$ cat src/hw/rtl/lscg_pkg.sv
// Shared types and constants of the least-squares cell gradient block.
package lscg_pkg;

	localparam int MAX_FACES_DEF = 8;
	localparam int FRAC_BITS_DEF = 16;
	localparam int DIFF_W        = 33;
	localparam int WIDE_W        = 128;

	// Result status codes.
	typedef enum logic [1:0] {
		STAT_OK,
		STAT_SINGULAR,
		STAT_ZERO_DIST,
		STAT_TOO_MANY
	} status_t;

	// One classified face word passed from the front to the back.
	typedef struct packed {
		logic signed [DIFF_W-1:0] dx;
		logic signed [DIFF_W-1:0] dy;
		logic signed [DIFF_W-1:0] dv;
		logic                     acc;
		logic                     last;
		status_t                  stat;
	} cmd_t;

	// Back-end sequencer states.
	typedef enum logic [4:0] {
		B_IDLE,
		B_NORM,
		B_SQX,
		B_SQY,
		B_SQA,
		B_ROOT,
		B_UINIT,
		B_UDIV,
		B_TMUL,
		B_TACC,
		B_FIN,
		B_PMUL,
		B_PACC,
		B_PCOMMIT,
		B_CHECK,
		B_DIVX,
		B_DIVY,
		B_OUT
	} bstate_t;

	// Weighted sum terms, in the order they are accumulated.
	typedef enum logic [2:0] {
		T_XX,
		T_XY,
		T_YY,
		T_XV,
		T_YV
	} term_t;

endpackage

$ cat src/hw/rtl/lscg_queue.sv
// Two-entry queue of classified face words between the front and the back.
module lscg_queue import lscg_pkg::*; (
	input  logic clk,
	input  logic arst_n,
	input  logic wr,
	input  cmd_t wr_data,
	output logic full,
	input  logic rd,
	output cmd_t rd_data,
	output logic empty
);

	cmd_t       mem_q [2];
	logic       wp_q;
	logic       rp_q;
	logic [1:0] cnt_q;

	assign full    = cnt_q == 2'd2;
	assign empty   = cnt_q == 2'd0;
	assign rd_data = mem_q[rp_q];

	// Pointers and fill level.
	always_ff @(posedge clk or negedge arst_n) begin
		if (!arst_n) begin
			wp_q  <= 1'b0;
			rp_q  <= 1'b0;
			cnt_q <= 2'd0;
		end else begin
			if (wr) begin
				wp_q <= !wp_q;
			end
			if (rd) begin
				rp_q <= !rp_q;
			end
			if (wr && !rd) begin
				cnt_q <= cnt_q + 2'd1;
			end else if (rd && !wr) begin
				cnt_q <= cnt_q - 2'd1;
			end
		end
	end

	// Entry storage.
	always_ff @(posedge clk) begin
		if (wr) begin
			mem_q[wp_q] <= wr_data;
		end
	end

endmodule

$ cat config.mk
export PLATFORM = sky130hd
export DESIGN_NAME = lscg_queue
export DESIGN_NICKNAME = d
export VERILOG_FILES = /design/src/hw/rtl/lscg_pkg.sv /design/src/hw/rtl/lscg_queue.sv
export SDC_FILE = /design/constraint.sdc
export NUM_CORES = 1
export LEC_CHECK = 0
export BUFFER_PORTS_ARGS = -buffer_cell sky130_fd_sc_hd__buf_2
export CAP_MARGIN = 15
export CORE_UTILIZATION = 36
export DETAILED_ROUTE_END_ITERATION = 16
export GPL_TIMING_DRIVEN = 0
export PLACE_DENSITY = 0.59
export SLEW_MARGIN = 20
export SYNTH_ARGS = -nofsm -noshare
export SYNTH_HDL_FRONTEND = slang
export SYNTH_SLANG_ARGS = --single-unit
$ cat constraint.sdc
create_clock -name clk -period 5.4 [get_ports clk]
set_input_delay 0.27 -clock clk [delete_from_list [all_inputs] [get_ports clk]]
set_output_delay 0.27 -clock clk [all_outputs]
set_load 0.005 [all_outputs]
# Word-level counts from Yosys, hierarchy flattened

Memory sizes are Yosys's and may differ from the RTL's.
Cells that the tools add are included.

Logic and storage cells: 19
Bits in registers: 4
Input bits: 107
Output and inout port bits: 105
RAM bits: 206
Memories: 1

Reduce and logical (&&, ||, !) cells: 8
Equal/unequal tests: 1
$add $sub $neg: 2
Muxes and demuxes: 4

Memory list:

| name  | words | bits a word | rd ports | clocked after memory_dff | write ports | line             | source |
|---|---|---|---|---|---|---|---|
| mem_q | 2     | 103         | 1        | 0                        | 1           | lscg_queue.sv:13 | `cmd_t mem_q [2];` |

Operator list:

| operator              | count |
|---|---|
| $logic_not A1 Y1      | 4 |
| $mux W2               | 2 |
| $add A2 B1 Y2 const B | 1 |
| $eq A2 B2 Y1 const B  | 1 |
| $logic_and A1 B1 Y1   | 2 |
| $logic_not A2 Y1      | 1 |
| $mux W1               | 2 |
| $reduce_bool A2 Y1    | 1 |
| $sub A2 B1 Y2 const B | 1 |

# Logic depth before layout (Yosys ltp)

Word-level depth: 4
Mapped depth: 5
Depth with buffers taken out: 5

# Worst setup path after synthesis

Ideal clock, no wire load.

Path kind: register -> register
Start: reg wp_q
End: mem mem_q[0][0] (netlist name) (enable)
Path slack: -138 ps
Buffers on the path: 0
Cell stages (with the launch flop): 2
Setup time: 578 ps
Required time: 4,822 ps
Arrival time: 4,960 ps
Period minus slack after synthesis: 5,538 ps
Cell sequence: dfrtp_1 > nor2b_1

RTL lines:

| element                | line             | source |
|---|---|---|
| from (decl)            | lscg_queue.sv:14 | `logic wp_q;` |
| from (signal assigned) | lscg_queue.sv:30 | `wp_q <= !wp_q;` |
| to (decl)              | lscg_queue.sv:13 |  |

No word-level cell before the write port.

==> summary.md <==
| Metric | Value |
|---|---|
| Cells on worst reg2reg path | 3 |
| Fin. max-slew vios | 0 |
| Layout overhead on the synthesized area | 42.16% |
| Most frequent cells in the layout | 215 x buf_2, 206 x edfxtp_1, 105 x dlygate4sd3_1 |
| Crit path capture | rd_data[45] |
| CP Launch Type | flip-flop |
| Maximum clock path buffer count | 3 |
| Worst hold path type | in -> reg |
| Post-route clock period utilization | 0.3816 |
| Largest area contributor in the netlist | edfxtp_1 |
| Unique cell type count in the Yosys netlist | 14 |
| Minimum clock period | approximately 2100 ps |
| Post-Synth Simple-Gate Area | 0.003338 |
| Post-detailed-route wirelength per cell | 15.81 um |
| H-Tree Depth | 1 |
| IO Pins | 212 |
| FF-to-FF End | mem_q[0][73]$_DFFE_PP_ |
| Die Y | 149.9 um |
| Post-cts sizing count | 0 |
| Clk_skew | 16.45 ps |
| Final ANT Viol Nets | 0 |
| Syn_nets | around 450 |
| Post-layout worst setup margin | 3340 ps |
| Num rows | 53 |
| Root buffer cell | clkbuf_16 |
| Main combinational cell family by area after synthesis | multiplexers |
| Synthesized cell area | 7871 um^2 |
| Synth Instances | 337 |
| Worst hold start | wr |
| #FFs+latches synth | 210 |
| First drt pass iteration count | 4 |
| Max_cap viols | 0 |
| Die Area | 22460 um^2 |
| Lkg Pwr | 4.433 nW |
| Yosys top cell area share | 0.7859 |
| Sequential power share | 0.422 |
| Clock Pin Slew Worst Setup and Hold Paths | ~60 ps |
| Avg Cell Area, Syn | 23.36 um^2 |
| RSZ-0062 raised after global routing | no |
| Fmax | 485.3 MHz |
| IO Port Bufs | between 200 and 250 |
| Post-CTS setup buffer count | 0 |
| Overall routing resource usage | 0.1348 |
| Clock share of power | 0.273 |
| Peak supply drop | 0.2607 mV |
| Drt drc | 0 |
| Drt via density | about 4.4 |
| Xor/xnor cell area share of the yosys netlist | 0.005564 |
| P_int | 3.933 mW |
| Sequential element share of the synthesized area | 0.7986 |
| Worst slack, placed | about 3800 ps |
| Pwr Total | 5.303 mW |
| Share of layout cells above drive strength 1 | 0.5201 |
| Psw | 1.370 mW |
| Post-placement cell count | 830 |
| Post-synthesis mux area share | 0.1760 |
| Starting Density | 0.3709 |
| Synth Area in Compound Gates | 0 |
| CP Launch Point | rp_q$_DFFE_PN0P_ |
| Crit path capture type | primary output |
| CP Class | reg -> out |
| Vias | 4310 |
| Latest clock arrival within the worst-skew pair | 500 ps |
| Final number of setup-violating endpoints | 0 |
| # nets final | 792 |
| GRT overflow | 0 |
| Core area | around 21000 um^2 |
| DP HPWL | 9842 um |
| Power Density | 473.9 nW/um^2 |
| Placed Area | about 9400 um^2 |
| GP Congestion | ~0.68 |
| Commonest non-fill, non-tap cell in the layout | buf_2 |
| Final Non-Filler Cells | 973 |
| Critical path required time | ~5100 ps |
| CTS Buf Count | 22 |
| Slew HR | 0.6649 |
| Largest net degree at the start of global routing | 41 |
| Final hold violation count | 0 |
| Clock tree from TritonCTS | yes |
| Finished Cell Area | roughly 11000 um^2 |
| Diode count | 0 |
| WL final | 15380 um |
| Hold_buf cts | about 110 |
| Final setup TNS | 0 ps |
| Sw Ratio | 0.2583 |
| CTS sink count | 210 |
| Die width | 149.9 um |
| Slew @ Worst Pin | 501.6 ps |
| Iter 0 DRT Violations | 170 |
| Number of global-route vias before repair | around 4600 |
| Register-to-Register Setup Slack | 3770 ps |
| Synth area leaders | edfxtp_1 79%, mux2_4 11%, mux2_2 6.2% |
| Reg2Reg Launch Point | wp_q$_DFFE_PN0P_ |
| Logic pwr share | 0.305 |
| Max Fanout on Critical Path | 10 |
| CP arrival | roughly 1800 ps |
| Initial antenna violation count | 0 |
| First-pass GRT wire length | 23340 um |
| Status | finished clean |
| Synth Area in Adders | 0.001590 |
| Syn. warnings | 0 |
[power by group through the flow]
stage	Clock (mW)	Combinational, mW	Sequential, mW
2_1_floorplan	0	0.950	2.28
3_3_place_gp	0	1.48	2.31
3_5_place_dp	0	1.59	2.28
4_1_cts	1.48	1.66	2.24
5_1_grt	1.54	1.76	2.27
6_report	1.45	1.62	2.24
[registers in the layout, summed over array words and instances, names as in the netlist]
signal  flops
rp_q        1
wp_q        1
cnt_q       2
mem_q     206
[worst min path at each step]
stage,to,slack (ps),cells after the start
2_1_floorplan,cnt_q[0]$_DFFE_PN0P_,-30,0
3_3_place_gp,rp_q$_DFFE_PN0P_,80,1
3_5_place_dp,wp_q$_DFFE_PN0P_,90,1
4_1_cts,wp_q$_DFFE_PN0P_,2,2
5_1_grt,wp_q$_DFFE_PN0P_,30,2
6_report,wp_q$_DFFE_PN0P_,20,2
[per-stage QoR]
stage | utilization | hold WS, ps
floorplan | - | -25.59
CTS | 0.5273 | 2.334
detailed placement | 0.4450 | 87.41
global placement | 0.4370 | 77.02
global route | 0.5273 | 25.53
finish | 0.5273 | 22.85
[area by class of cell]
type	instances	area, um^2
Multi-Input combinational cell	114	1478
Clock inverter	9	96.34
Buffer	12	113.9
Tap cell	275	344.1
Timing Repair Buffer	323	2270
Clock buffer	29	598.1
Sequential cell	210	6286
Fill cell	1715	10030
Inverter	1	3.754
[cells in the mapped netlist (all sizes together)]
master	number
edfxtp	206
mux2	103
buf	12
dfrtp	4
xor2	4
nor2	2
nor2b	2
and2	1
ha	1
inv	1
xnor2	1
[metal layers]
layer	global-route usage	vias to the layer above	part of all wire
met4	0.04192	0	0.025
met2	0.2421	154	0.51
li1	-	2036	-
met5	0	-	0
met3	0.03445	22	0.067
met1	0.1568	2098	0.40
[critical path, cell delays in order, from the launching register on]
cell,delay (ps)
dfrtp_1,340
buf_6,120
buf_8,170
buf_6,200
mux2_4,320
buf_2,140
[kinds of logic after synthesis]
logic type	Yosys count
xor gates and xnor gates	5
and+or+nand+nor	5
adders and majority gates	1
buffers and inverters	13
DFF	210
muxes	103
(Power assumes the default switching activity.)
