[src/hw/rtl/lscg_pkg.sv]
// Shared types and constants of the least-squares cell gradient block.
package lscg_pkg;

	localparam int MAX_FACES_DEF = 8;
	localparam int FRAC_BITS_DEF = 16;
	localparam int DIFF_W        = 33;
	localparam int WIDE_W        = 128;

	// Result status codes.
	typedef enum logic [1:0] {
		STAT_OK,
		STAT_SINGULAR,
		STAT_ZERO_DIST,
		STAT_TOO_MANY
	} status_t;

	// One classified face word passed from the front to the back.
	typedef struct packed {
		logic signed [DIFF_W-1:0] dx;
		logic signed [DIFF_W-1:0] dy;
		logic signed [DIFF_W-1:0] dv;
		logic                     acc;
		logic                     last;
		status_t                  stat;
	} cmd_t;

	// Back-end sequencer states.
	typedef enum logic [4:0] {
		B_IDLE,
		B_NORM,
		B_SQX,
		B_SQY,
		B_SQA,
		B_ROOT,
		B_UINIT,
		B_UDIV,
		B_TMUL,
		B_TACC,
		B_FIN,
		B_PMUL,
		B_PACC,
		B_PCOMMIT,
		B_CHECK,
		B_DIVX,
		B_DIVY,
		B_OUT
	} bstate_t;

	// Weighted sum terms, in the order they are accumulated.
	typedef enum logic [2:0] {
		T_XX,
		T_XY,
		T_YY,
		T_XV,
		T_YV
	} term_t;

endpackage

[src/hw/rtl/lscg_front.sv]
// Front end: accepts face words, forms differences and classifies each face.
module lscg_front import lscg_pkg::*; #(
	parameter int MAX_FACES = MAX_FACES_DEF
) (
	input  logic               clk,
	input  logic               arst_n,
	input  logic               push,
	output logic               full,
	input  logic signed [31:0] centre_x,
	input  logic signed [31:0] centre_y,
	input  logic signed [31:0] centre_value,
	input  logic signed [31:0] nbr_x,
	input  logic signed [31:0] nbr_y,
	input  logic signed [31:0] nbr_value,
	input  logic               last_face,
	input  logic               q_full,
	output logic               q_wr,
	output cmd_t               q_data
);

	localparam int FCW = $clog2(MAX_FACES + 1);

	logic [FCW-1:0] face_cnt_q;
	status_t        err_q;
	logic           too_many;
	logic           zero_dist;
	status_t        err_next;

	// Classification of the word on the input ports.
	always_comb begin
		too_many  = face_cnt_q >= FCW'(MAX_FACES);
		zero_dist = (nbr_x == centre_x) && (nbr_y == centre_y);
		if (err_q != STAT_OK) begin
			err_next = err_q;
		end else if (too_many) begin
			err_next = STAT_TOO_MANY;
		end else if (zero_dist) begin
			err_next = STAT_ZERO_DIST;
		end else begin
			err_next = STAT_OK;
		end
		q_wr        = push && !q_full;
		full        = q_full;
		q_data.dx   = {nbr_x[31], nbr_x} - {centre_x[31], centre_x};
		q_data.dy   = {nbr_y[31], nbr_y} - {centre_y[31], centre_y};
		q_data.dv   = {nbr_value[31], nbr_value} - {centre_value[31], centre_value};
		q_data.acc  = !too_many && !zero_dist;
		q_data.last = last_face;
		q_data.stat = err_next;
	end

	// Face count and first recorded error of the current cell.
	always_ff @(posedge clk or negedge arst_n) begin
		if (!arst_n) begin
			face_cnt_q <= '0;
			err_q      <= STAT_OK;
		end else if (q_wr) begin
			if (last_face) begin
				face_cnt_q <= '0;
				err_q      <= STAT_OK;
			end else begin
				if (!too_many) begin
					face_cnt_q <= face_cnt_q + FCW'(1);
				end
				err_q <= err_next;
			end
		end
	end

endmodule

[config.mk]
export PLATFORM = sky130hd
export DESIGN_NAME = lscg_front
export DESIGN_NICKNAME = d
export VERILOG_FILES = /design/src/hw/rtl/lscg_pkg.sv /design/src/hw/rtl/lscg_front.sv
export SDC_FILE = /design/constraint.sdc
export NUM_CORES = 1
export LEC_CHECK = 0
export ABC_CLOCK_PERIOD_IN_PS = 3750
export BUFFER_PORTS_ARGS = -buffer_cell sky130_fd_sc_hd__buf_2
export CORE_ASPECT_RATIO = 0.75
export CORE_MARGIN = 3
export CORE_UTILIZATION = 40
export CTS_BUF_LIST = sky130_fd_sc_hd__clkbuf_2
export DETAILED_ROUTE_END_ITERATION = 10
export PLACE_DENSITY = 0.72
export SLEW_MARGIN = 20
export SYNTH_ARGS = -nofsm -noshare
export SYNTH_HDL_FRONTEND = slang
export SYNTH_SLANG_ARGS = --single-unit
[constraint.sdc]
create_clock -name clk -period 3.75 [get_ports clk]
set_input_delay 0.75 -clock clk [delete_from_list [all_inputs] [get_ports clk]]
set_output_delay 0.75 -clock clk [all_outputs]
set_load 0.005 [all_outputs]
Word-level counts from Yosys, hierarchy flattened

Cells that the tools add are included.

Logic and storage cells: 24
Bits in registers: 6

Reduce and logical (&&, ||, !) cells: 8
Multiplexer cells: 6
Add/sub/neg operators: 4
Magnitude comparators: 1
Equal/unequal tests: 3

Operator list:

| kind                                                     | count |
|---|---|
| subtractor 32 x 32 -> 33 bit                             | 3 |
| == test 32 bit                                           | 2 |
| two-way mux 2 bit                                        | 4 |
| two-way mux 4 bit                                        | 2 |
| adder 4 x 1 -> 4 bit, second input constant              | 1 |
| greater-or-equal comparator 4 bit, second input constant | 1 |
| logical AND 1 bit                                        | 3 |
| logical NOT 1 bit                                        | 3 |
| inequality test 2 bit, second input constant             | 1 |
| AND reduction 2 bit                                      | 1 |
| nonzero test 2 bit                                       | 1 |

Logic depth before layout (Yosys ltp)

Gate-level depths: netlist of run 1.

Depth in word-level cells: 6
Gate-level depth with buffers: 12
Gate-level depth less buffers: 11

Worst setup path before layout of run 1

No wires, ideal clock.

Kind: input port to output port
Start: input centre_value[4]
End: output q_data[35] (netlist name)
Arrival: 2.852 ns
Buffers on the path: 0
Path slack: 0.148 ns
Stages on the path: 10
Cell sequence: inv_1 ha_1 a21o_1 or3_1 o221a_1 a211o_1 a211oi_2 a211oi_2 a41oi_2 xnor2_1

RTL lines:

| element            | line             | text |
|---|---|---|
| start: declaration | lscg_front.sv:11 | `input logic signed [31:0] centre_value,` |
| end: declaration   | lscg_front.sv:18 | `output cmd_t q_data` |

==> metrics, run 1 <==
minimum hold slack=0.336 ns; Die ar.=0.0161 sq mm; Post-synth ARST share=100%; Pleak=4.83 nW; Top FF cell, synth=dfrtp_1; top-area cell type share of the netlist area=20.9%; Sw Share=48.6%; hpwl dp=17900 microns; initial core utilization=41.8%; initial antenna violation count=1; Area after DPL=0.00812 sq mm; Post-synth EDFFs=0; CTS clk-pin slew, worst paths=0.06 ns; startpoint types=input pin; cell internal pwr=0.943 mW; P per Cell Area=209 mW/mm^2; RSZ-0062 raised after global routing=yes; diode count=0; Global Route Usage Sum=23.3%; Clk Latency, worst-skew pair=0.22 ns; Peak Freq=0.261 GHz; Port-buffer cells=301; DR pass1 iterations=5; cells after synthesis=857; Post-Layout Inst Area=0.00877 sq mm; Num CTS Buffers=3; CTS tree=yes; Core ar.=0.0140 sq mm; Crit path arrival time=3.09 ns; final setup fails=11; final clock skew=0.00849 ns; Die Y=111 microns; fill count=1292; clock group share of total power=2.4%; Slew Limit Fails=0; WL/cell=15.1 microns; worst slew pin tran=0.684 ns; first-pass GRT wire length=32500 microns; DRT Wirelength=21500 microns; final net count=1531; Worst setup startpoint=centre_value[4]; register area share after synthesis=2.56%; share of post-route cells with drive strength above 1=39.8%; vias in the first global route=6962; total gr overflow=0; Horiz. Die Dim=146 microns; Net Sw Power=0.891 mW; crit path kind=input pin to primary output; max_cap viols=0; CP required=3.00 ns; Hold Path Class=input pin to asynchronous set/reset pin; Net Count, Synth=1155; R2R depth=4; worst-path maximum fanout=3; DRC=0; setup slack after layout=-0.0863 ns; crit share post-route=102%; final core utilization=62.5%; dpl cells=1406; count leader, synth=inv_1; Clock Root Buffer=clkbuf_2; Post-synth top cells=inv_1 (125), ha_1 (98), a21oi_1 (85), xnor2_1 (55), a21o_1 (54); Area contributors post-synth=ha_1 (21%), xnor2_1 (8.2%), inv_1 (8.0%); combinational share of power=92.5%; register bit total from synthesis=6; VDD IR max=0.124 mV; minimum clock period=3.84 ns; post-synth top area cell=ha_1; Pwr Total=1.83 mW; DRT iter0 DRCs=380; drt via density=5.27; sequential share of power=5.1%; Syn Area/Cell=6.84 sq um; # H-tree levels=1; CTS sink cnt=6; failing checks=setup timing; synthesis-to-layout area growth=49.7%; largest net degree at the start of global routing=11; Via Count=7510; CP endpoint kind=primary output; # IOs=302; Final Hold Viols=0; gpl congestion=0.971; outcome=finished with violations; CTS Buffer Depth=2; DRT antenna net count=0; Std-Cell Rows=37; reg2reg start=face_cnt_q[3]; final cell count without fillers=1426; YS warnings=0; max_slew headroom=54.1%; Post-Syn Area=0.00586 sq mm; post-synth cell types=74
through the flow:
stage               TNS [ns]  worst slack, ns
CTS                   -0.161          -0.0538
detailed placement     -2.30           -0.226
finish                -0.487          -0.0863
global placement       -1.57           -0.173
floorplan                  0            0.148
global route           -1.65           -0.158
final timing paths:
path	end	slack, ns
max in group asynchronous	err_q[0]	3.27
max reg2reg	err_q[1]	2.64
min	face_cnt_q[0]	0.34
max	q_data[35]	-0.09
min reg2reg	err_q[1]	0.53
min in group clk	err_q[1]	0.53
placed cells by master (no fill, tap or decap), drive strengths merged, types with 7 or more instances in the layout:
| cell type | n |
|---|---|
| inv | 125 |
| nand3 | 21 |
| ha | 98 |
| nor2b | 13 |
| a21oi | 87 |
| a211oi | 7 |
| nand4 | 25 |
| o21bai | 8 |
| o21a | 16 |
| xnor2 | 55 |
| and3 | 12 |
| nand2 | 48 |
| a21o | 54 |
| nand2b | 10 |
| buf | 407 |
| o21ai | 49 |
| nor2 | 46 |
| xor2 | 28 |
| a31oi | 17 |
| nor3 | 15 |
flip-flops by register name, summed over array words and instances (netlist names):
register / cells
err_q: 2
face_cnt_q: 4
worst max-delay path, cell delays in order:
cell      delay, ns
buf_6          0.10
inv_4          0.05
ha_4           0.19
a21o_1         0.17
or3_4          0.39
o221a_4        0.28
a211o_4        0.37
a211oi_4       0.21
a211oi_2       0.09
a41oi_2        0.20
xnor2_1        0.14
buf_2          0.14
area by class of cell:
type / instances / area (sq um) / area share, %
well taps: 195 / 244 / 2.78
multi-input cells: 689 / 5530 / 63.1
inverters: 126 / 480 / 5.48
repair buffers: 407 / 2340 / 26.7
flip-flops and latches: 6 / 150 / 1.71
clock buffers: 3 / 15.0 / 0.171
repair_timing:
item	CTS	global route
setup endpoints to repair	29	34
buffers inserted	2	15
endpoints found under the hold margin	0	0
pin swaps	17	51
hold buffers	0	0
gates resized for setup	25	72
cloned	0	0
power by group through the flow:
stage / registers [mW] / clock network (mW) / logic (mW)
final: 0.0930 / 0.0441 / 1.70
after global routing: 0.0948 / 0.0520 / 1.85
after CTS: 0.0927 / 0.0473 / 1.58
after detailed placement: 0.0936 / 0 / 1.54
after global placement: 0.0930 / 0 / 1.53
after floorplan: 0.0905 / 0 / 0.884
cells by family (layout without fill, tap and decap cells):
| group | count (synthesis) | count (layout) | synth area share, % |
|---|---|---|---|
| xor+xnor | 83 | 83 | 12.4 |
| simple gates | 211 | 211 | 18.2 |
| fa+ha+maj | 101 | 101 | 22.0 |
| mux | 2 | 2 | 0.342 |
| flops | 6 | 6 | 2.56 |
| buf+inv | 162 | 536 | 10.8 |
| compound gates | 292 | 292 | 33.7 |
layer usage:
layer  GRT usage (%)  wire (microns)  up-vias
met1            32.4            9940     3376
met5               0              13        -
met2            38.4            9730      302
met4            3.92             316        2
li1                -               -     3802
met3            3.76            1480       28
Power figures use the tool's default switching activity.
==> run 2: changes to the inputs <==
- CORE_MARGIN: 3 -> 5
==> metrics, run 2 (synthesized netlist as in run 1, its figures left out) <==
startpoint types=input pin; DR pass1 iterations=5 (unchanged); Die ar.=0.0172 sq mm (+6.5%); CTS tree=yes; Global Route Usage Sum=22.3% (-0.98 points); Peak Freq=0.258 GHz (-0.97%); Multi-input gate area=0.00573 sq mm (+3.5%); Std-Cell Rows=38 (+2.7%); fill count=1253 (-3.0%); # IOs=302 (unchanged); RSZ-0062 raised after global routing=yes; most common cell after layout, fill and taps aside=buf_2; drt via density=5.32 (+1.0%); minimum clock period=3.87 ns (+0.0374 ns); Via Count=7677 (+2.2%); diode count=0 (unchanged); final setup TNS=-0.666 ns (-0.179 ns); crit path kind=input pin to primary output; final net count=1543 (+0.78%); worst-path maximum fanout=4 (+1); VDD IR max=0.123 mV (-1.4%); biggest regs=face_cnt_q (4), err_q (2); most frequent cells in the layout=buf_2 (293), inv_1 (116), buf_4 (110); setup slack after layout=-0.124 ns (-0.0374 ns); Horiz. Die Dim=150 microns (+2.7%); worst slew pin tran=0.491 ns (-0.193 ns); final core utilization=63.2% (+0.69 points); R2R depth=5 (+1); Core ar.=0.0144 sq mm (+2.7%); # H-tree levels=1 (unchanged); failing checks=setup timing; DRT iter0 DRCs=374 (-1.6%); pre-CTS WS=-0.206 ns (+0.0207 ns); Pleak=4.88 nW (+1.2%); synthesis-to-layout area growth=55.4%; Crit path arrival time=3.12 ns (+0.03 ns); hold_buf cts=0 (unchanged); DRT antenna net count=0 (unchanged); Slew Limit Fails=0 (unchanged); Hold Path Class=input pin to asynchronous set/reset pin; final cell count without fillers=1443 (+1.2%); share of post-route cells with drive strength above 1=43.1% (+3.3 points); outcome=finished with violations; Die Y=115 microns (+3.6%); Num CTS Buffers=3 (unchanged); total gr overflow=0 (unchanged); Reg area=150 sq um (unchanged); first-pass GRT wire length=32700 microns (+0.42%); final clock skew=0.00157 ns (-0.00692 ns); max reg flops=4 (unchanged); largest net degree at the start of global routing=11 (unchanged); initial core utilization=40.7% (-1.1 points); DRT Wirelength=22700 microns (+5.8%); CTS sink cnt=6 (unchanged); crit share post-route=103% (+1.0 points); P per Cell Area=211 mW/mm^2 (+1.0%); CTS Buffer Depth=2 (unchanged); WL/cell=15.7 microns (+4.5%); CP required=3.00 ns (about the same); vias in the first global route=7207 (+3.5%); max_cap viols=0 (unchanged); R2R Setup Slk=2.60 ns (-0.04 ns); Clock Root Buffer=clkbuf_2; initial antenna violation count=0 (-1); CP endpoint kind=primary output; dpl cells=1424 (+1.3%); max_slew headroom=67.0% (+13 points); DRC=0 (unchanged); hpwl dp=18200 microns (+1.7%); Final Hold Viols=0 (unchanged); Clk Latency, worst-skew pair=0.21 ns (about the same); gpl congestion=0.999 (+2.9%); Port-buffer cells=301 (unchanged); CTS clk-pin slew, worst paths=0.06 ns (about the same); final setup fails=11 (unchanged); Biggest register=face_cnt_q
## run 2: changes by cell type in the layout (fill, tap and decap cells not counted), sizes merged
cell	previous run	this run
buf	407	419
## run 2: path summary, 6_finish.rpt
| check | start | end |
|---|---|---|
| setup / recovery | centre_value[4] | q_data[35] |
| hold / removal | arst_n | err_q[1] |
| setup reg to reg | face_cnt_q[3] | err_q[1] |
| hold reg to reg | err_q[1] | err_q[1] |
| max in group asynchronous | arst_n | face_cnt_q[1] |
| min in group clk | err_q[1] | err_q[1] |
## run 2: final cells by class
type	instances	share of cell area, %
multi-input cells	689	62.9
repair buffers	419	27.2
inverters	126	5.33
well taps	200	2.75
flip-flops and latches	6	1.65
clock buffers	3	0.165
## run 2: worst max-delay path, cell delays in order
cell and delay (ns):
buf_6 0.10, inv_4 0.05, ha_4 0.20, a21o_1 0.19, or3_4 0.33, o221a_1 0.28, a211o_4 0.37, a211oi_2 0.28
a211oi_2 0.11, a41oi_2 0.22, xnor2_1 0.13, buf_2 0.12
## run 2: per-layer routing
| metal | wire length [microns] | share of wire [%] | up-vias | global-route usage [%] |
|---|---|---|---|---|
| li1 | - | - | 3819 | - |
| met1 | 9680 | 43 | 3484 | 30.0 |
| met2 | 10900 | 48 | 330 | 38.9 |
| met3 | 1650 | 7.2 | 44 | 2.29 |
| met4 | 491 | 2.2 | 0 | 4.94 |
| met5 | 0 | 0 | - | 0 |
## run 2: power by group
group	total (mW)	internal [mW]	switching [mW]
Clock	0.0433	0.0216	0.0217
Sequential	0.0935	0.0789	0.0146
Combinational	1.79	0.890	0.898
Total	1.92	0.990	0.934
## run 2: what timing repair did
action / in CTS / in global routing
pin swaps: 16 / 48
gates resized for setup: 24 / 122
setup endpoints to repair: 29 / 41
setup buffers: 1 / 15
## run 2: metrics by stage
step / power [mW] / cell area, sq um / hold slack (ns)
2_1_floorplan: 0.974 / 5860 / 0.454
3_3_place_gp: 1.64 / 8220 / 0.515
3_5_place_dp: 1.66 / 8220 / 0.530
4_1_cts: 1.74 / 8370 / 0.339
5_1_grt: 2.09 / 9100 / 0.332
6_report: 1.92 / 9100 / 0.351
